<file path="src/hw/rtl/sofa_pkg.sv">
package sofa_pkg;

  // result count per pass: overlap plus nine wavevectors
  localparam int unsigned NUM_COMP  = 10;
  localparam int unsigned NUM_FREQ  = NUM_COMP - 1;
  localparam int unsigned NUM_FSUMS = 2 * NUM_FREQ;

  // bits in one multispin word
  localparam int WORD_BITS = 32;

  // one lattice site word
  typedef struct packed {
    logic [WORD_BITS-1:0] spin_word_a;
    logic [WORD_BITS-1:0] spin_word_b;
    logic                 last_site;
  } site_word_t;

  // one result word
  typedef struct packed {
    logic [3:0]         component;
    logic signed [31:0] real_sum;
    logic signed [31:0] imag_sum;
    logic               last_result;
  } result_word_t;

  // snapshot of all sums; real at 2*(c-1), imag at 2*(c-1)+1 for component c
  typedef struct packed {
    logic signed [31:0]               overlap;
    logic [NUM_FSUMS-1:0][31:0]       fsum;
  } sums_t;

  // handoff between the accumulator and the result bank
  typedef struct packed {
    logic load;
    logic load_ok;
  } bank_ctl_t;

endpackage

</file>
<file path="src/hw/rtl/sofa_trig_rom.sv">
module sofa_trig_rom #(
  parameter int SIDE_LEN = 16
) (
  input  logic [$clog2(SIDE_LEN)-1:0] angle,
  output logic signed [15:0]          cos_v,
  output logic signed [15:0]          sin_v
);

  localparam logic [63:0] ONE_Q30     = 64'd1073741824;
  localparam logic [63:0] PI_HALF_Q30 = 64'd1686629713;

  // series term divisors (2k+1)(2k+2) and (2k+2)(2k+3)
  localparam int unsigned DIV_C [12] =
    '{2, 12, 30, 56, 90, 132, 182, 240, 306, 380, 462, 552};
  localparam int unsigned DIV_S [12] =
    '{6, 20, 42, 72, 110, 156, 210, 272, 342, 420, 506, 600};

  typedef struct packed {
    logic signed [15:0] cos_v;
    logic signed [15:0] sin_v;
  } rom_pair_t;

  // round a Q30 value to Q1.15 with clamping
  function automatic logic signed [15:0] to_rom(input logic signed [63:0] v);
    logic [63:0]        m;
    logic signed [15:0] r;
    m = (v < 0) ? 64'(-v) : 64'(v);
    m = (m + 64'd16384) >> 15;
    if (v < 0) begin
      r = (m > 64'd32768) ? -16'sd32768 : 16'(64'd0 - m);
    end else begin
      r = (m > 64'd32767) ? 16'sd32767 : 16'(m);
    end
    return r;
  endfunction

  // integer Taylor series in the first quadrant, then quadrant rotation
  function automatic rom_pair_t rom_pair(input logic [63:0] phi, input logic [1:0] quad);
    logic [63:0]        x2;
    logic [63:0]        tc;
    logic [63:0]        ts;
    logic signed [63:0] sc;
    logic signed [63:0] ss;
    logic signed [63:0] co;
    logic signed [63:0] si;
    rom_pair_t          p;
    x2 = (phi * phi) >> 30;
    tc = ONE_Q30;
    ts = phi;
    sc = '0;
    ss = '0;
    for (int k = 0; k < 12; k++) begin
      if ((k & 1) == 0) begin
        sc = sc + $signed(tc);
        ss = ss + $signed(ts);
      end else begin
        sc = sc - $signed(tc);
        ss = ss - $signed(ts);
      end
      tc = ((tc * x2) >> 30) / 64'(DIV_C[k]);
      ts = ((ts * x2) >> 30) / 64'(DIV_S[k]);
    end
    unique case (quad)
      2'd0: begin co = sc;  si = ss;  end
      2'd1: begin co = -ss; si = sc;  end
      2'd2: begin co = -sc; si = -ss; end
      default: begin co = ss; si = -sc; end
    endcase
    p.cos_v = to_rom(co);
    p.sin_v = to_rom(si);
    return p;
  endfunction

  logic signed [15:0] cos_tab [SIDE_LEN];
  logic signed [15:0] sin_tab [SIDE_LEN];

  // constant table, one entry per angle step of 2*pi/SIDE_LEN
  for (genvar n = 0; n < SIDE_LEN; n++) begin : g_ent
    localparam int unsigned QUAD = (4 * n) / SIDE_LEN;
    localparam int unsigned REM4 = 4 * n - QUAD * SIDE_LEN;
    localparam logic [63:0] PHI  = (PI_HALF_Q30 * 64'(REM4)) / 64'(SIDE_LEN);
    localparam rom_pair_t   ENT  = rom_pair(PHI, QUAD[1:0]);
    assign cos_tab[n] = ENT.cos_v;
    assign sin_tab[n] = ENT.sin_v;
  end

  // lookup
  assign cos_v = cos_tab[angle];
  assign sin_v = sin_tab[angle];

endmodule

</file>
<file path="src/hw/rtl/sofa_result_bank.sv">
module sofa_result_bank (
  input  logic                   clk,
  input  logic                   rst,
  input  logic                   load,
  output logic                   load_ok,
  input  sofa_pkg::sums_t        sums,
  output logic                   res_valid,
  input  logic                   res_stall,
  output sofa_pkg::result_word_t res
);

  localparam logic [3:0] LAST_IDX = 4'(sofa_pkg::NUM_COMP - 1);

  logic               bank_valid;
  logic [3:0]         idx;
  logic signed [31:0] bank_re [sofa_pkg::NUM_COMP];
  logic signed [31:0] bank_im [sofa_pkg::NUM_COMP];
  logic               take;
  logic               take_last;

  assign take      = bank_valid && !res_stall;
  assign take_last = take && (idx == LAST_IDX);
  // a new snapshot may land as the final word of the old one leaves
  assign load_ok   = !bank_valid || take_last;

  // emit position and occupancy
  always_ff @(posedge clk) begin
    if (rst) begin
      bank_valid <= 1'b0;
      idx        <= '0;
    end else if (load) begin
      bank_valid <= 1'b1;
      idx        <= '0;
    end else if (take_last) begin
      bank_valid <= 1'b0;
      idx        <= '0;
    end else if (take) begin
      idx <= idx + 4'd1;
    end
  end

  // snapshot storage
  always_ff @(posedge clk) begin
    if (load) begin
      bank_re[0] <= sums.overlap;
      bank_im[0] <= '0;
      for (int c = 1; c < sofa_pkg::NUM_COMP; c++) begin
        bank_re[c] <= $signed(sums.fsum[2 * (c - 1)]);
        bank_im[c] <= $signed(sums.fsum[2 * (c - 1) + 1]);
      end
    end
  end

  // result word
  assign res_valid       = bank_valid;
  assign res.component   = idx;
  assign res.real_sum    = bank_re[idx];
  assign res.imag_sum    = bank_im[idx];
  assign res.last_result = (idx == LAST_IDX);

  a_load_ok : assert property (@(posedge clk) disable iff (rst) load |-> load_ok)
    else $error("snapshot loaded over undelivered results");

  a_idx_range : assert property (@(posedge clk) disable iff (rst)
    bank_valid |-> (idx <= LAST_IDX))
    else $error("result index past last component");

  a_step : assert property (@(posedge clk) disable iff (rst)
    (take && !take_last && !load) |=> (res_valid && idx == $past(idx) + 4'd1))
    else $error("result index did not advance after a take");

  a_load : assert property (@(posedge clk) disable iff (rst)
    load |=> (res_valid && idx == '0 && res.real_sum == $past(sums.overlap)))
    else $error("snapshot did not start with the overlap count");

endmodule

</file>
<file path="src/hw/rtl/spin_overlap_fourier_accumulator_top.sv">
// Spin overlap and Fourier sum accumulator.
// Site channel (site_valid / site_stall / site): one word per lattice site, in
// site order with x fastest, then y, then z; last_site marks the final site.
// The block XORs the two replica words, takes the bit set by beta_bit and adds
// +1 or -1 into the overlap count and, times a Q1.15 cosine and sine, into 18
// saturating Fourier sums along x, y, z and the six pair diagonals.
// Result channel (res_valid / res_stall / res): after a last site, ten words
// leave in component order, the tenth with last_result set.
// Throughput: one site per cycle while site_stall is low, set by the single
// accumulate stage behind the input register. A last site leaves the input
// register as its sums load the result bank; the first result word follows,
// the rest one per cycle while res_stall is low. site_stall rises only while
// a last site waits for the previous ten results to drain; a stalled result
// channel backs up into the site channel only through that case.
// cfg_we / cfg_wdata write beta_bit; write it only while the block is idle.
// Reset (rst, synchronous) clears beta_bit, coordinates, sums and both
// channels; the trig table is constant logic and needs no fill.
module spin_overlap_fourier_accumulator_top #(
  parameter int SIDE_LEN  = 16
) (
  input  logic                   clk,
  input  logic                   rst,
  input  logic                   cfg_we,
  input  logic [4:0]             cfg_wdata,
  input  logic                   site_valid,
  output logic                   site_stall,
  input  sofa_pkg::site_word_t   site,
  output logic                   res_valid,
  input  logic                   res_stall,
  output sofa_pkg::result_word_t res
);

  localparam int          CW       = $clog2(SIDE_LEN);
  localparam logic [CW:0] SIDE_W   = (CW + 1)'(SIDE_LEN);
  localparam logic [CW-1:0] MAX_CO = CW'(SIDE_LEN - 1);

  // fold a value below twice the side length back into one period
  function automatic logic [CW-1:0] fold(input logic [CW:0] v);
    logic [CW:0] r;
    r = (v >= SIDE_W) ? v - SIDE_W : v;
    return r[CW-1:0];
  endfunction

  // saturating add of a small signed term
  function automatic logic signed [31:0] sat_add(input logic signed [31:0] a,
                                                 input logic signed [16:0] b);
    logic [32:0] t;
    logic signed [31:0] r;
    t = {a[31], a} + {{16{b[16]}}, b};
    if (t[32] != t[31]) begin
      r = t[32] ? 32'sh8000_0000 : 32'sh7fff_ffff;
    end else begin
      r = t[31:0];
    end
    return r;
  endfunction

  logic [4:0]        beta_bit;
  logic              site_take;
  logic              s1_valid;
  logic              s1_neg;
  logic              s1_last;
  logic              s1_go;
  logic              bit_neg;
  logic [sofa_pkg::WORD_BITS-1:0] diff_word;
  logic [CW-1:0]     coord_x;
  logic [CW-1:0]     coord_y;
  logic [CW-1:0]     coord_z;
  sofa_pkg::sums_t   sums;
  sofa_pkg::sums_t   sums_next;
  sofa_pkg::bank_ctl_t bank_ctl;
  logic [CW-1:0]     ang [sofa_pkg::NUM_FREQ];
  logic signed [15:0] cos_v [sofa_pkg::NUM_FREQ];
  logic signed [15:0] sin_v [sofa_pkg::NUM_FREQ];

  // configuration register
  always_ff @(posedge clk) begin
    if (rst) begin
      beta_bit <= '0;
    end else if (cfg_we) begin
      beta_bit <= cfg_wdata;
    end
  end

  // measured bit of the replica difference
  assign diff_word = site.spin_word_a ^ site.spin_word_b;
  assign bit_neg   = (int'(beta_bit) < sofa_pkg::WORD_BITS) && diff_word[beta_bit];

  // input register; holds only a last site waiting for the result bank
  assign s1_go      = s1_valid && !(s1_last && !bank_ctl.load_ok);
  assign site_stall = s1_valid && !s1_go;
  assign site_take  = site_valid && !site_stall;

  always_ff @(posedge clk) begin
    if (rst) begin
      s1_valid <= 1'b0;
    end else if (site_take) begin
      s1_valid <= 1'b1;
    end else if (s1_go) begin
      s1_valid <= 1'b0;
    end
  end

  always_ff @(posedge clk) begin
    if (site_take) begin
      s1_neg  <= bit_neg;
      s1_last <= site.last_site;
    end
  end

  // wavevector angles: x, y, z, x+y, x-y, x+z, x-z, y+z, y-z
  always_comb begin
    ang[0] = coord_x;
    ang[1] = coord_y;
    ang[2] = coord_z;
    ang[3] = fold({1'b0, coord_x} + {1'b0, coord_y});
    ang[4] = fold({1'b0, coord_x} + SIDE_W - {1'b0, coord_y});
    ang[5] = fold({1'b0, coord_x} + {1'b0, coord_z});
    ang[6] = fold({1'b0, coord_x} + SIDE_W - {1'b0, coord_z});
    ang[7] = fold({1'b0, coord_y} + {1'b0, coord_z});
    ang[8] = fold({1'b0, coord_y} + SIDE_W - {1'b0, coord_z});
  end

  for (genvar j = 0; j < sofa_pkg::NUM_FREQ; j++) begin : g_rom
    sofa_trig_rom #(
      .SIDE_LEN(SIDE_LEN)
    ) u_rom (
      .angle(ang[j]),
      .cos_v(cos_v[j]),
      .sin_v(sin_v[j])
    );
  end

  // signed terms and saturating sums
  always_comb begin
    logic signed [16:0] tc;
    logic signed [16:0] ts;
    sums_next.overlap = sat_add(sums.overlap, s1_neg ? -17'sd1 : 17'sd1);
    for (int j = 0; j < sofa_pkg::NUM_FREQ; j++) begin
      tc = {cos_v[j][15], cos_v[j]};
      ts = {sin_v[j][15], sin_v[j]};
      if (s1_neg) begin
        tc = -tc;
        ts = -ts;
      end
      sums_next.fsum[2 * j]     = sat_add($signed(sums.fsum[2 * j]), tc);
      sums_next.fsum[2 * j + 1] = sat_add($signed(sums.fsum[2 * j + 1]), ts);
    end
  end

  // accumulators and site coordinates
  always_ff @(posedge clk) begin
    if (rst) begin
      sums    <= '0;
      coord_x <= '0;
      coord_y <= '0;
      coord_z <= '0;
    end else if (s1_go) begin
      if (s1_last) begin
        sums    <= '0;
        coord_x <= '0;
        coord_y <= '0;
        coord_z <= '0;
      end else begin
        sums <= sums_next;
        if (coord_x == MAX_CO) begin
          coord_x <= '0;
          if (coord_y == MAX_CO) begin
            coord_y <= '0;
            coord_z <= (coord_z == MAX_CO) ? '0 : coord_z + 1'b1;
          end else begin
            coord_y <= coord_y + 1'b1;
          end
        end else begin
          coord_x <= coord_x + 1'b1;
        end
      end
    end
  end

  assign bank_ctl.load = s1_go && s1_last;

  sofa_result_bank u_bank (
    .clk      (clk),
    .rst      (rst),
    .load     (bank_ctl.load),
    .load_ok  (bank_ctl.load_ok),
    .sums     (sums_next),
    .res_valid(res_valid),
    .res_stall(res_stall),
    .res      (res)
  );

  a_stall_cause : assert property (@(posedge clk) disable iff (rst)
    site_stall |-> (s1_valid && s1_last && !bank_ctl.load_ok))
    else $error("site channel stalled without a waiting last site");

  a_clear : assert property (@(posedge clk) disable iff (rst)
    bank_ctl.load |=> (sums == '0 && coord_x == '0 && coord_y == '0 && coord_z == '0))
    else $error("sums not cleared after a last site");

  a_hold : assert property (@(posedge clk) disable iff (rst)
    (s1_valid && !s1_go) |=> (s1_valid && s1_last && $stable(s1_neg)))
    else $error("held site lost or changed");

endmodule
</file>
<file path="config.mk">
export PLATFORM = sky130hd
export DESIGN_NAME = spin_overlap_fourier_accumulator_top
export DESIGN_NICKNAME = d
export VERILOG_FILES = /design/src/hw/rtl/sofa_pkg.sv /design/src/hw/rtl/sofa_trig_rom.sv /design/src/hw/rtl/sofa_result_bank.sv /design/src/hw/rtl/spin_overlap_fourier_accumulator_top.sv
export SDC_FILE = /design/constraint.sdc
export NUM_CORES = 2
export LEC_CHECK = 0
export ABC_CLOCK_PERIOD_IN_PS = 40900
export BUFFER_PORTS_ARGS = -buffer_cell sky130_fd_sc_hd__buf_4
export CELL_PAD_IN_SITES_DETAIL_PLACEMENT = 0
export CELL_PAD_IN_SITES_GLOBAL_PLACEMENT = 1
export CORE_MARGIN = 10
export CORE_UTILIZATION = 25
export DETAILED_ROUTE_END_ITERATION = 16
export GPL_ROUTABILITY_DRIVEN = 0
export PLACE_DENSITY = 0.52
export SKIP_LAST_GASP = 1
export SLEW_MARGIN = 10
export SYNTH_ARGS = -nofsm -noshare
export SYNTH_HDL_FRONTEND = slang
export SYNTH_SLANG_ARGS = --single-unit
</file>
<file path="constraint.sdc">
create_clock -name clk -period 40.9 [get_ports clk]
set_input_delay 4.09 -clock clk [delete_from_list [all_inputs] [get_ports clk]]
set_output_delay 4.09 -clock clk [all_outputs]
set_load 0.01 [all_outputs]
</file>
==> results.json <==
{
  "worstReg2RegEnd": "sums[380]",
  "r2r_slack_ns": 30.52,
  "maxCapViolations": 0,
  "postLayoutCoreUtil_pct": 28.4,
  "drt-pass1-iter-count": 6,
  "setup_tns_ns": 0,
  "finalWirelength_um": 342000,
  "synth.area.top_cells": "edfxtp_1 (20%), dfxtp_1 (14%), ha_1 (10%)",
  "cts_tree": "yes",
  "h-tree-depth": 4,
  "grt_pass1_wl_um": 505000,
  "clkSinkCount": 1245,
  "die_area_mm2": 0.386,
  "drive_gt1_share_pct": 9.26,
  "hpwl_um": 253000,
  "coreArea_mm2": 0.359,
  "yosysMostFrequentCell": "o21ai_0",
  "clk_path_buf_depth": 4,
  "drc": 0,
  "post-cts-setup-buffers": 0,
  "synthCells": 9975,
  "grt_pass1_vias": 75400,
  "finClkSkew_ns": 0.0549,
  "io_pins": 146,
  "cp.arrival_ns": 11.17,
  "nets": 10700,
  "syn_avg_cell_area_um2": 9.06,
  "placed_cell_area_mm2": 0.0964,
  "area_delta_synth_final_pct": 12.9,
  "relSlewSlack_pct": 19.0,
  "drt_iter0_markers": 6136,
  "required_ns": 41.70,
  "holdWs_ns": 0.461,
  "path_class": "register to register",
  "track_usage_pct": 16.7,
  "clk_pin_slew_worst_paths_ns": 0.06,
  "stdcell_area_mm2": 0.102,
  "finalHoldViolCount": 0,
  "drt-wirelength-per-cell_um": 23.2,
  "path_max_fanout": 37,
  "status": "finished clean",
  "insertion_delay_ns": 0.87,
  "cp-endpoint": "sums[380]",
  "p_per_area_mw_per_mm2": 53.9,
  "crit_path_start": "coord_z[1]",
  "crit_top_cell": "ha_1",
  "min_period_ns": 10.38,
  "synth_commonest_cells": "o21ai_0 (1010), nand2_1 (839), a21oi_1 (794), ha_1 (729), dfxtp_1 (635)",
  "synth-main-ff-cell": "dfxtp_1",
  "ys_ff_latch": 1245,
  "cts_resized": 0,
  "worst-slew-pin-transition_ns": 1.21,
  "p_leak_nw": 40.5,
  "setup_ws_ns": 30.52,
  "hold_path.class": "register to register",
  "vias": 77800,
  "maxSlewViolCount": 0,
  "die_y_um": 621,
  "reg2reg_depth": 30,
  "grt_max_degree": 174,
  "fin_crit_sh_pct": 25.4,
  "rows": 220,
  "rsz0062_at_grt": "false",
  "cts_inserted_buffers": 166,
  "worst_setup_path_end_kind": "register",
  "synth_warnings": 0,
  "worst_path_max_delay_cell": "ha_1",
  "seq_area_frac_synth_pct": 34.3,
  "antenna_found_initial": 11,
  "setup_viol": 0,
  "slowest_delay_ns": 0.99,
  "hold_buffers": 0,
  "start_kind": "register",
  "max_freq_mhz": 96.4,
  "post-place-ws_ns": 30.61,
  "synth-edff-count": 610,
  "ant_nets": 0,
  "drt-vias-per-instance": 5.28,
  "syn_area_mm2": 0.0904,
  "start_util_pct": 25.1,
  "ys_types": 108,
  "root_buffer": "clkbuf_16",
  "synth_top_area_share_pct": 20.3,
  "syn-num-nets": 10800,
  "die_width_um": 621,
  "post-synth-top-area-cell": "edfxtp_1",
  "timing.rr.start": "coord_z[1]",
  "async_flop_share_pct": 0,
  "portBuffers": 145,
  "grt-ovfl-total": 0,
  "max-vdd-ir-drop_mv": 0.0347
}
[cells in the final DEF (no fill, tap or decap), types with 78 or more instances in the layout]
cell type and instances:
ha_1 728, clkbuf_16 168, a21o_1 295, nor3_1 131, buf_4 268, a22o_1 275
nand2b_1 141, nor2b_1 89, o21ai_0 1004, a21oi_1 793, o21bai_1 94, a211o_1 78
inv_1 250, o221ai_1 83, nand3_1 205, a31oi_1 111, a211oi_1 139, xor2_1 349
a221o_1 98, edfxtp_1 610, nand2_1 838, mux2_2 81, dfxtp_1 626, mux4_2 111
xnor2_1 441, nor2_1 619, o21a_1 95, o211ai_1 117
[area by class of cell]
| class | count | area, µm² |
|---|---|---|
| inverter | 258 | 971 |
| clock inverter | 100 | 1220 |
| tap | 4773 | 5970 |
| fill | 37800 | 257000 |
| multi-input combinational | 7885 | 56200 |
| clock buffer | 203 | 4470 |
| timing repair buffer | 274 | 2130 |
| sequential | 1245 | 31100 |
| antenna | 2 | 5.00 |
[sequential cells by signal, indices dropped and copies added, names as in the netlist, named ones only]
name / flops
sums: 608
u_bank.bank_re: 320
u_bank.bank_im: 288
beta_bit: 5
coord_x: 4
coord_y: 4
coord_z: 4
u_bank.idx: 4
s1_last: 1
s1_neg: 1
s1_valid: 1
u_bank.res_valid: 1
[through the flow]
| step | total power, mW | cells |
|---|---|---|
| after global routing | 5.83 | 14700 |
| after CTS | 5.55 | 14700 |
| after detailed placement | 3.95 | 14400 |
| final | 5.50 | 14700 |
| after global placement | 3.94 | 14400 |
| after floorplan | 3.24 | 9975 |
[worst min path at each step]
stage | to | depth (start not counted) | start | slack [ns]
after floorplan | sums[0] | 2 | sums[0] | 0.43
after global placement | sums[429] | 2 | sums[429] | 0.45
after detailed placement | sums[511] | 2 | sums[511] | 0.45
after CTS | sums[511] | 2 | sums[511] | 0.46
after global routing | sums[443] | 1 | sums[443] | 0.48
final | sums[511] | 2 | sums[511] | 0.46
[where the power goes]
part | internal, mW | total [mW] | leakage (nW) | switching, mW
clock network | 0.927 | 1.56 | 2.75 | 0.630
registers | 1.61 | 1.70 | 10.8 | 0.0889
logic | 0.748 | 2.25 | 27.0 | 1.50
[cells by family (layout without fill, tap and decap cells)]
family                   Yosys count  after routing  share of synthesized area, %
flip-flops                      1245           1245                          34.3
AND/OR/NAND/NOR                 2418           2418                          12.4
multiplexers                     270            270                          4.64
adder cells (fa/ha/maj)          753            753                          10.6
other                              0              2                             0
XOR/XNOR                         800            800                          7.78
buffers and inverters            845            835                          3.63
AO/OA/AOI/OAI                   3644           3644                          26.6
[worst max-delay path: cells and delay by family, from the launching register on]
kind / cells / cell delay (ns)
compound gates: 16 / 3.62
simple gates: 7 / 3.16
fa+ha+maj: 4 / 2.58
buf+inv: 2 / 0.53
flops: 1 / 0.32
xor+xnor: 1 / 0.10
[metal layers]
layer,routed length [µm],track usage (%)
met5,0,0
met4,10400,4.62
met3,13900,1.86
met2,158000,27.8
met1,159000,23.0
Note: power is estimated with default switching activity, not from simulation.
